<file path="src/rtl/lfs_pkg.sv">
// Package for the two-wire LED driver frame sender.
// Holds word types, command constants, register indexes and the phase enum.
// No dependencies.
`timescale 1ns / 1ps

package lfs_pkg;

	localparam int MAX_DIGITS = 6;
	localparam int IDX_W      = (MAX_DIGITS > 1) ? $clog2(MAX_DIGITS) : 1;
	localparam int CNT_W      = $clog2(MAX_DIGITS + 1);

	localparam int CFG_INDEX_W = 2;
	localparam int CFG_DATA_W  = 3;

	localparam logic [CFG_INDEX_W-1:0] CFG_DIGIT_COUNT = 2'd0;
	localparam logic [CFG_INDEX_W-1:0] CFG_DISPLAY_ON  = 2'd1;
	localparam logic [CFG_INDEX_W-1:0] CFG_BRIGHTNESS  = 2'd2;

	localparam logic [7:0] CMD_DATA = 8'b0100_0000;
	localparam logic [7:0] CMD_DISP = 8'b1000_0000;
	localparam logic [7:0] CMD_ADDR = 8'b1100_0000;

	localparam logic [2:0] LAST_BIT     = 3'd7;
	localparam logic [1:0] FRAME_DATA   = 2'd0;
	localparam logic [1:0] FRAME_ADDR   = 2'd1;
	localparam logic [1:0] FRAME_DISP   = 2'd2;

	typedef enum logic [1:0] {
		FUNC_TICK  = 2'd0,
		FUNC_LOAD  = 2'd1,
		FUNC_BEGIN = 2'd2
	} func_t;

	typedef enum logic [3:0] {
		PH_IDLE     = 4'd0,
		PH_LEAD     = 4'd1,
		PH_START_A  = 4'd2,
		PH_START_B  = 4'd3,
		PH_BIT_LOW  = 4'd4,
		PH_BIT_HIGH = 4'd5,
		PH_ACK_WAIT = 4'd6,
		PH_ACK_HIGH = 4'd7,
		PH_STOP_A   = 4'd8,
		PH_STOP_B   = 4'd9,
		PH_STOP_C   = 4'd10
	} phase_t;

	typedef struct packed {
		logic [1:0] func;
		logic [2:0] digit_index;
		logic [7:0] digit_value;
		logic       ack_in;
	} in_word_t;

	typedef struct packed {
		logic clk_level;
		logic dio_level;
		logic busy_res;
		logic done_res;
	} out_word_t;

endpackage

</file>
<file path="src/rtl/led_driver_two_wire_frame_sender.sv">
// Top level of the two-wire LED driver frame sender: input register, phase
// sequencer with digit store, and result register. Depends on lfs_pkg.
`timescale 1ns / 1ps
//
//  channel  | direction | handshake           | word
//  ---------+-----------+---------------------+-----------------------------------
//  in       | in        | in_valid / in_stall | func, digit_index, digit_value, ack
//  out      | out       | out_valid/out_stall | clk_level, dio_level, busy, done
//  cfg      | in        | cfg_wr              | cfg_index, cfg_data
//
//  One word is accepted every clock while in_stall is low; its result passes
//  through the input register and then the result register.
//  The sequencer state advances in the cycle the input register hands over.
//  A stalled result holds the result register and, through it, the input
//  register; new words wait on in_stall.
//  Reset clears the sequencer, the digit store and both valid flags.

module led_driver_two_wire_frame_sender (
	input  logic                             clk,
	input  logic                             arst_n,
	input  logic                             in_valid,
	output logic                             in_stall,
	input  lfs_pkg::in_word_t                in_data,
	output logic                             out_valid,
	input  logic                             out_stall,
	output lfs_pkg::out_word_t               out_data,
	input  logic                             cfg_wr,
	input  logic [lfs_pkg::CFG_INDEX_W-1:0]  cfg_index,
	input  logic [lfs_pkg::CFG_DATA_W-1:0]   cfg_data
);

	import lfs_pkg::*;

	logic       valid_s1;
	in_word_t   word_s1;
	logic       out_valid_q;
	out_word_t  out_q;
	logic       advance;

	logic [2:0] digit_count_q;
	logic       display_on_q;
	logic [2:0] brightness_q;

	phase_t            phase_q, phase_d;
	logic [1:0]        frame_q, frame_d;
	logic [2:0]        bit_q, bit_d;
	logic [CNT_W-1:0]  bytepos_q, bytepos_d;
	logic [7:0]        shift_q, shift_d;
	logic              clk_pin_q, clk_pin_d;
	logic              dio_pin_q, dio_pin_d;
	logic              done_d;
	logic [7:0]        digits_q [MAX_DIGITS];
	logic [7:0]        command;
	logic [CNT_W-1:0]  eff_count;
	logic              more_digits;

	assign advance   = !out_valid_q || !out_stall;
	assign in_stall  = valid_s1 && !advance;
	assign out_valid = out_valid_q;
	assign out_data  = out_q;

	always_ff @(posedge clk or negedge arst_n) begin
		if (!arst_n) begin
			digit_count_q <= 3'd4;
			display_on_q  <= 1'b1;
			brightness_q  <= 3'd7;
		end else if (cfg_wr) begin
			case (cfg_index)
				CFG_DIGIT_COUNT: digit_count_q <= cfg_data;
				CFG_DISPLAY_ON:  display_on_q  <= cfg_data[0];
				CFG_BRIGHTNESS:  brightness_q  <= cfg_data;
				default: ;
			endcase
		end
	end

	always_ff @(posedge clk or negedge arst_n) begin
		if (!arst_n) begin
			valid_s1 <= 1'b0;
		end else if (!in_stall) begin
			valid_s1 <= in_valid;
		end
	end

	always_ff @(posedge clk) begin
		if (!in_stall && in_valid) begin
			word_s1 <= in_data;
		end
	end

	always_comb begin
		case (frame_q)
			FRAME_DATA: command = CMD_DATA;
			FRAME_ADDR: command = CMD_ADDR;
			default:    command = CMD_DISP | {4'b0, display_on_q, brightness_q};
		endcase
		if (int'(digit_count_q) > MAX_DIGITS) begin
			eff_count = CNT_W'(MAX_DIGITS);
		end else begin
			eff_count = CNT_W'(digit_count_q);
		end
		more_digits = (frame_q == FRAME_ADDR) && (bytepos_q < eff_count)
			&& (int'(bytepos_q) < MAX_DIGITS);
	end

	always_comb begin
		phase_d   = phase_q;
		frame_d   = frame_q;
		bit_d     = bit_q;
		bytepos_d = bytepos_q;
		shift_d   = shift_q;
		clk_pin_d = clk_pin_q;
		dio_pin_d = dio_pin_q;
		done_d    = 1'b0;
		case (func_t'(word_s1.func))
			FUNC_TICK: begin
				case (phase_q)
					PH_IDLE: ;
					PH_LEAD: begin
						clk_pin_d = 1'b1;
						dio_pin_d = 1'b1;
						phase_d   = PH_START_A;
					end
					PH_START_A: begin
						clk_pin_d = 1'b1;
						dio_pin_d = 1'b1;
						phase_d   = PH_START_B;
					end
					PH_START_B: begin
						clk_pin_d = 1'b1;
						dio_pin_d = 1'b0;
						shift_d   = command;
						bit_d     = 3'd0;
						phase_d   = PH_BIT_LOW;
					end
					PH_BIT_LOW: begin
						clk_pin_d = 1'b0;
						dio_pin_d = shift_q[0];
						phase_d   = PH_BIT_HIGH;
					end
					PH_BIT_HIGH: begin
						clk_pin_d = 1'b1;
						shift_d   = {1'b0, shift_q[7:1]};
						if (bit_q == LAST_BIT) begin
							bit_d   = 3'd0;
							phase_d = PH_ACK_WAIT;
						end else begin
							bit_d   = bit_q + 3'd1;
							phase_d = PH_BIT_LOW;
						end
					end
					PH_ACK_WAIT: begin
						clk_pin_d = 1'b0;
						dio_pin_d = 1'b1;
						if (!word_s1.ack_in) begin
							phase_d = PH_ACK_HIGH;
						end
					end
					PH_ACK_HIGH: begin
						clk_pin_d = 1'b1;
						dio_pin_d = 1'b1;
						if (more_digits) begin
							shift_d   = digits_q[IDX_W'(bytepos_q)];
							bytepos_d = bytepos_q + CNT_W'(1);
							bit_d     = 3'd0;
							phase_d   = PH_BIT_LOW;
						end else begin
							phase_d = PH_STOP_A;
						end
					end
					PH_STOP_A: begin
						clk_pin_d = 1'b0;
						dio_pin_d = 1'b0;
						phase_d   = PH_STOP_B;
					end
					PH_STOP_B: begin
						clk_pin_d = 1'b1;
						dio_pin_d = 1'b0;
						phase_d   = PH_STOP_C;
					end
					PH_STOP_C: begin
						clk_pin_d = 1'b1;
						dio_pin_d = 1'b1;
						if (frame_q >= FRAME_DISP) begin
							frame_d = FRAME_DATA;
							phase_d = PH_IDLE;
							done_d  = 1'b1;
						end else begin
							frame_d = frame_q + 2'd1;
							phase_d = PH_START_A;
						end
					end
					default: phase_d = PH_IDLE;
				endcase
			end
			FUNC_BEGIN: begin
				if (phase_q == PH_IDLE) begin
					phase_d   = PH_LEAD;
					frame_d   = FRAME_DATA;
					bytepos_d = '0;
					bit_d     = 3'd0;
				end
			end
			default: ;
		endcase
	end

	always_ff @(posedge clk or negedge arst_n) begin
		if (!arst_n) begin
			phase_q   <= PH_IDLE;
			frame_q   <= FRAME_DATA;
			bit_q     <= 3'd0;
			bytepos_q <= '0;
			shift_q   <= 8'd0;
			clk_pin_q <= 1'b1;
			dio_pin_q <= 1'b1;
		end else if (valid_s1 && advance) begin
			phase_q   <= phase_d;
			frame_q   <= frame_d;
			bit_q     <= bit_d;
			bytepos_q <= bytepos_d;
			shift_q   <= shift_d;
			clk_pin_q <= clk_pin_d;
			dio_pin_q <= dio_pin_d;
		end
	end

	always_ff @(posedge clk or negedge arst_n) begin
		if (!arst_n) begin
			for (int i = 0; i < MAX_DIGITS; i++) begin
				digits_q[i] <= 8'd0;
			end
		end else if (valid_s1 && advance && func_t'(word_s1.func) == FUNC_LOAD
			&& int'(word_s1.digit_index) < MAX_DIGITS) begin
			digits_q[IDX_W'(word_s1.digit_index)] <= word_s1.digit_value;
		end
	end

	always_ff @(posedge clk or negedge arst_n) begin
		if (!arst_n) begin
			out_valid_q <= 1'b0;
		end else if (advance) begin
			out_valid_q <= valid_s1;
		end
	end

	always_ff @(posedge clk) begin
		if (advance && valid_s1) begin
			out_q.clk_level <= clk_pin_d;
			out_q.dio_level <= dio_pin_d;
			out_q.busy_res  <= (phase_d != PH_IDLE);
			out_q.done_res  <= done_d;
		end
	end

	a_idle_tick_holds: assert property (@(posedge clk) disable iff (!arst_n)
		(valid_s1 && advance && func_t'(word_s1.func) == FUNC_TICK && phase_q == PH_IDLE)
		|=> (phase_q == PH_IDLE))
		else $error("tick while idle moved the sequencer");

	a_bytepos_range: assert property (@(posedge clk) disable iff (!arst_n)
		int'(bytepos_q) <= MAX_DIGITS)
		else $error("byte position beyond digit store");

	a_frame_range: assert property (@(posedge clk) disable iff (!arst_n)
		frame_q != 2'd3)
		else $error("frame number out of range");

	a_done_released: assert property (@(posedge clk) disable iff (!arst_n)
		(out_valid_q && out_q.done_res)
		|-> (out_q.clk_level && out_q.dio_level && !out_q.busy_res))
		else $error("done without both pins released and idle");

	a_done_once: assert property (@(posedge clk) disable iff (!arst_n)
		(valid_s1 && advance && done_d) |=> (phase_q == PH_IDLE && frame_q == FRAME_DATA))
		else $error("final stop did not return to idle");

endmodule
</file>
<file path="config.mk">
export PLATFORM = sky130hd
export DESIGN_NAME = led_driver_two_wire_frame_sender
export DESIGN_NICKNAME = d
export VERILOG_FILES = /design/src/rtl/lfs_pkg.sv /design/src/rtl/led_driver_two_wire_frame_sender.sv
export SDC_FILE = /design/constraint.sdc
export NUM_CORES = 1
export LEC_CHECK = 0
export BUFFER_PORTS_ARGS = -buffer_cell sky130_fd_sc_hd__buf_2
export CORE_MARGIN = 8
export CORE_UTILIZATION = 35
export CTS_CLUSTER_DIAMETER = 150
export DETAILED_ROUTE_END_ITERATION = 10
export SETUP_SLACK_MARGIN = 0.3
export SLEW_MARGIN = 40
export SYNTH_ARGS = -nofsm -noshare
export SYNTH_HDL_FRONTEND = slang
export SYNTH_SLANG_ARGS = --single-unit
</file>
<file path="constraint.sdc">
create_clock -name clk -period 3.9 [get_ports clk]
set_clock_uncertainty 0.2 [all_clocks]
set_input_delay 0.78 -clock clk [delete_from_list [all_inputs] [get_ports clk]]
set_output_delay 0.78 -clock clk [all_outputs]
set_load 0.01 [all_outputs]
</file>
# Word-level counts from Yosys, hierarchy flattened
# Index checks and enable logic that the tools add are counted.
# W data, S select, Z words.
[totals]
regBits = 97
elab_cells = 128
inputBits = 24
[classes]
n_lt_le_gt_ge = 8
muxes = 34
bitwise_logic = 2
n_addsub = 3
n_reduce_logical = 32
eq_ne = 23
[op_table]
columns = ["cell", "n"]
rows = [
  ["$bwmux W48", 1],
  ["$pmux W4 S11", 1],
  ["$mux W8", 4],
  ["$bmux W8 S3", 1],
  ["$demux W8 S3", 1],
  ["$pmux W8 S3", 1],
  ["$mux W3", 6],
  ["$eq A4 B3 Y1 const B", 4],
  ["$pmux W8 S2", 1],
  ["$eq A4 B4 Y1 const B", 3],
  ["$mux W4", 3],
  ["$pmux W3 S2", 2],
  ["$mux W2", 5],
  ["$reduce_and A5 Y1", 2],
  ["$pmux W3 S3", 1],
  ["$eq A4 B2 Y1 const B", 2],
  ["$ge A4 B4 Y1 const B", 2],
  ["$logic_and A1 B1 Y1", 8],
  ["$ne A2 B2 Y1 const B", 4],
  ["$not A3 Y4", 2],
  ["$pmux W4 S2", 1],
  ["$reduce_and A2 Y1", 4],
  ["$reduce_and A4 Y1", 2],
  ["$reduce_or A7 Y1", 1],
  ["other kinds (27)", 40],
]

# Longest topological paths before layout
[logic_depth]
depth_word = 9
mapped_depth = 7
mapped_depth_nobuf = 7

# Least setup slack after synthesis
# Ideal clock, no wire load.
[synth_timing]
path_kind = "input -> register"
startpoint = "in out_stall"
endpoint = "reg digits_q[0] (netlist name)"
setup_ps = 125
t_required_ps = 3575
path_stages = 6
path_slack_ps = 1602
t_arrival_ps = 1974
cell_sequence = "nand2_1 > nand2_2 > clkinv_2 > nand3_1 > nor3b_4 > mux2_2"
[synth_between]
elab_chain_cells = 5
[synth_lines]
columns = ["element", "line_no", "rtl"]
rows = [
  ["start: declaration", "led_driver_two_wire_frame_sender.sv:25", "input logic out_stall,"],
  ["$logic_not A1 Y1", "led_driver_two_wire_frame_sender.sv:57", "assign advance = !out_valid_q || !out_stall;"],
  ["$logic_or A1 B1 Y1", "led_driver_two_wire_frame_sender.sv:57", ""],
  ["$logic_and A1 B1 Y1 (2 in series)", "led_driver_two_wire_frame_sender.sv:233", "end else if (valid_s1 && advance && func_t'(word_s1.func) == FUNC_LOAD"],
  ["$logic_and A1 B1 Y1", "led_driver_two_wire_frame_sender.sv:234", "&& int'(word_s1.digit_index) < MAX_DIGITS) begin"],
  ["end signal: indexed assignment", "led_driver_two_wire_frame_sender.sv:235", "digits_q[IDX_W'(word_s1.digit_index)] <= word_s1.digit_value;"],
  ["end: declaration", "led_driver_two_wire_frame_sender.sv:52", "logic [7:0] digits_q [MAX_DIGITS];"],
]
# No other way between the ends.
# A chain may end at the register's enable or synchronous reset.

# Final worst setup path
[layout_timing]
startpoint = "reg phase_q[1]"
endpoint = "reg shift_q[3]"
[layout_between]
elab_chain_cells = 3
word_cells_on_any_way = 7
[layout_lines]
columns = ["element", "line_no", "rtl"]
rows = [
  ["start: declaration", "led_driver_two_wire_frame_sender.sv:44", "phase_t phase_q, phase_d;"],
  ["start signal: assignment", "led_driver_two_wire_frame_sender.sv:218", "phase_q <= phase_d;"],
  ["$eq A4 B3 Y1 / $eq A4 B2 Y1 (equally long branches)", "led_driver_two_wire_frame_sender.sv:117", "case (phase_q)"],
  ["$ne A2 B2 Y1 (no line) / $reduce_bool A3 Y1 (equally long branches)", "n/a", ""],
  ["$reduce_and A4 Y1 (no line)", "n/a", ""],
  ["end signal: assignment", "led_driver_two_wire_frame_sender.sv:222", "shift_q <= shift_d;"],
  ["end: declaration", "led_driver_two_wire_frame_sender.sv:48", "logic [7:0] shift_q, shift_d;"],
]
# Parallel ways exist; a longest one is shown, timed or not.

==> results.rst <==
.. list-table::
   :header-rows: 1

   * - Metric
     - Value
   * - Status
     - complete, no violations
   * - Longest Clk Path Bufs
     - 2
   * - Register-to-Register Path Depth
     - 5
   * - Die width
     - approximately 130 um
   * - Max FO, Critical Path
     - 21
   * - Routed met3 length
     - ~400 um
   * - Pleak
     - 2.397 nW
   * - Master cell of the clock root buffer
     - clkbuf_16
   * - Critical-path cell with the highest stage delay
     - dfrtp_1
   * - Net load switching power
     - 1.072 mW
   * - Pint
     - 2.333 mW
   * - Post-route fraction of the period consumed by the critical path
     - 65.09%
   * - Final hold viol count
     - 0
   * - Count of maximum capacitance violations
     - 0
   * - Total power divided by cell area
     - 627.7 mW/mm2
   * - Placement Rows
     - 42
   * - Portion of the post-synthesis area used by sequential elements
     - ~53%
   * - Ranking of synthesized cells by area
     - dfrtp_1, mux2_2, edfxtp_1
   * - Dominant delay contributor by cell family on the critical path
     - flip-flops
   * - Sw Ratio
     - 31.49%
   * - CORE AREA
     - about 0.013 mm2
   * - Placement-stage cell area
     - 0.005106 mm2
   * - Post-DRT Antenna Nets
     - 0
   * - Average detailed-routed wire length per instance
     - 17.00 um
   * - Ant diodes
     - 0
   * - Min-delay worst type
     - in2async
   * - Detailed-routing iteration count for the pre-antenna-repair pass
     - 4
   * - Max_slew headroom
     - around 48%
   * - Cell accounting for the most synthesized area
     - dfrtp_1
   * - Clock network latency to the later pin of the worst-skew pair
     - 0.35 ns
   * - Warning count from the yosys run
     - 0
   * - Start of the worst register-to-register path
     - phase_q[1]$_DFFE_PN0P_
   * - Number of port buffers
     - 29
   * - Total of hold buffers inserted after clock tree synthesis
     - 0
   * - VDD IR max
     - about 0.23 mV
   * - Number of pins with negative max-slew slack in the final report
     - 0
   * - Final Instance Area
     - 0.005425 mm2
   * - Share of post-route cells with drive strength above 1
     - 38.40%
   * - Maximum achievable frequency
     - approximately 390 MHz
   * - Fraction of power consumed by sequential logic
     - 44.6%
   * - Post-synth top flop
     - dfrtp_1
   * - Share of the synthesized area in the top cell type
     - between 30 and 40%
   * - Slew @ Worst Pin
     - a little under 0.8 ns
   * - DP HPWL
     - just under 7 mm
   * - CTS H-tree depth
     - 3
   * - Wire length on met1
     - 4.719 mm
   * - Post-layout min period
     - approximately 2.5 ns
   * - CTS Buf Count
     - 9
   * - Yosys reg bits
     - 97
   * - Sum of buffers and inverters on the critical path
     - 0
   * - Area added between synthesis and finish
     - 13.33%
   * - Fraction of power consumed by the clock network
     - a little over a quarter
   * - DRC errors left
     - 0
   * - Remaining global-route overflow
     - 0
   * - Max stage delay on crit path
     - 0.77 ns
   * - Floorplan die area
     - about 0.018 mm2
   * - Initial core utilization
     - 36.01%
   * - Clock Sink Count
     - 97
   * - Vias in the first global route
     - ~3200
   * - TritonCTS clock tree
     - built
   * - Required time of the worst setup path
     - roughly 3.9 ns
   * - Kind of end point of the critical path
     - flop
   * - Critical Path Source Type
     - flop
   * - Combinational fraction of design power
     - between 20 and 30%
   * - Cells along the critical path
     - nand4b_1 -> a31oi_1 -> o31a_1 -> nand3b_4 -> mux2_4
   * - Filler Cells Inserted
     - 1242
   * - Post-Synthesis Cell Area
     - 0.004787 mm2
   * - Vertical extent of the die
     - 133.0 um
   * - Synth async-reset ratio
     - about four fifths
   * - Post-Syn Nets
     - just under 400
   * - Final setup violating endpoints
     - 0
   * - Cell variety after synth
     - 64
   * - Post-CTS Setup Repair Bufs
     - 0
   * - Clk slew on worst S/H paths
     - 0.07 ns
   * - Setup_tns
     - 0 ns
   * - Avg Cell Area, Syn
     - 13.04 um2
   * - Data arrival time of the critical path
     - about 2.6 ns
   * - EDFF count, synth
     - 18
   * - Routed length on met2
     - about 4.4 mm
   * - Setup repair after global routing missed its margin
     - no
   * - Worst setup path category
     - reg2reg
   * - Routed wire length
     - 9.810 mm
   * - Number of standard cells after synthesis
     - 367
   * - Detailed router's first-iteration violation count
     - 173
   * - Register-to-register setup slack
     - between 1 and 1.5 ns
   * - Count of cells resized by post-cts repair
     - 0
   * - First-pass GRT wire length
     - ~17 mm
   * - Final estimated routing congestion in global placement
     - between 0.8 and 0.9
   * - I/O pins
     - 30
   * - Total number of vias
     - a little under 3000
   * - Top layer reached by signal wires
     - met4
   * - Number of vias per cell
     - 5.147
   * - # nets final
     - 425
   * - Critical register-to-register path endpoint
     - shift_q[3]$_DFFE_PN0P_
   * - Maximum number of pins on one net before global-route repair
     - 80
   * - Antenna violations before repair
     - 0
   * - Total Routing Usage GR
     - 11.88%
[power groups by stage]
stage,sequential [mW],combinational [mW],clock [mW]
2_1_floorplan,1.38,0.861,0
3_5_place_dp,1.53,0.953,0
5_1_grt,1.56,1.06,0.988
4_1_cts,1.52,0.960,0.956
3_3_place_gp,1.52,0.928,0
6_report,1.52,0.958,0.930
[flip-flops by register name, indices dropped and copies added, names as in the netlist]
name           flops
bit_q              3
brightness_q       3
bytepos_q          3
clk_pin_q          1
digit_count_q      3
digits_q          48
dio_pin_q          1
display_on_q       1
frame_q            2
out_data           4
out_valid          1
phase_q            4
shift_q            8
valid_s1           1
word_s1           14
[through the flow]
step	power [mW]	setup WS [ns]	hold WS, ns	utilization (%)	std cells
2_1_floorplan	2.237	1.602	0.2623	-	367
5_1_grt	3.613	1.206	0.3167	40.81	577
3_3_place_gp	2.448	1.321	0.2773	38.38	561
3_5_place_dp	2.488	1.250	0.2887	38.41	561
4_1_cts	3.433	1.349	0.2997	40.81	577
6_report	3.405	1.362	0.2715	40.81	577
[kinds of logic after synthesis]
logic type / Yosys count / share of synthesized area [%]
compound gates: 53 / 7.711
fa+ha+maj: 5 / 1.307
buf+inv: 25 / 2.457
flops: 97 / 52.77
mux: 87 / 22.97
simple gates: 100 / 12.78
[cell type report]
class,count,area [um2],share of cell area [%]
multi-input combinational,245,2143,39.51
inverter,11,42.54,0.7841
timing repair buffer,32,173.9,3.206
clock buffer,13,271.5,5.005
tap,176,220.2,4.059
sequential,97,2526,46.56
clock inverter,3,47.55,0.8764
[worst max path at each step]
stage / startpoint / cells after the start / to / slack (ns)
after floorplan: out_stall / 6 / digits_q[0]$_DFFE_PN0P_ / 1.60
after detailed placement: out_stall / 7 / digits_q[0]$_DFFE_PN0P_ / 1.25
after global routing: phase_q[1]$_DFFE_PN0P_ / 5 / shift_q[5]$_DFFE_PN0P_ / 1.21
after global placement: out_stall / 7 / digits_q[3]$_DFFE_PN0P_ / 1.32
final: phase_q[1]$_DFFE_PN0P_ / 5 / shift_q[3]$_DFFE_PN0P_ / 1.36
after CTS: bytepos_q[1]$_DFFE_PN0P_ / 6 / bit_q[2]$_DFFE_PN0P_ / 1.35
[cell usage after synthesis, drive strengths merged, types with 4 or more instances]
library cell,number
nor2,18
edfxtp,18
nor2b,6
inv,10
nand3b,6
nor3b,5
clkbuf,4
nand2,30
a22oi,8
nand2b,4
o21ai,12
ha,5
mux2,76
buf,10
mux4,8
dfstp,7
dfrtp,72
a21oi,13
nand3,12
[routing by layer]
metal	vias to the layer above	global-route usage (%)
met5	-	0
met4	0	5.804
met3	17	3.217
met2	61	17.71
met1	1480	15.57
li1	1412	-
[worst register-to-register path, stage by stage (launching register included)]
cell      delay (ns)
dfrtp_1         0.77
nand4b_1        0.32
a31oi_1         0.23
o31a_1          0.30
nand3b_4        0.28
mux2_4          0.32
[placed cells by master (no fill, tap or decap), drive strengths merged, types with 7 or more instances in the layout]
cell	synthesis	routed
nor2	18	18
clkbuf	4	13
edfxtp	18	18
a21oi	13	13
dfrtp	72	72
a22oi	8	8
o21ai	12	12
nand2	30	30
inv	10	10
mux2	76	76
nand3	12	12
dfstp	7	7
buf	10	32
mux4	8	8
Note: power is estimated with default switching activity, not from simulation.
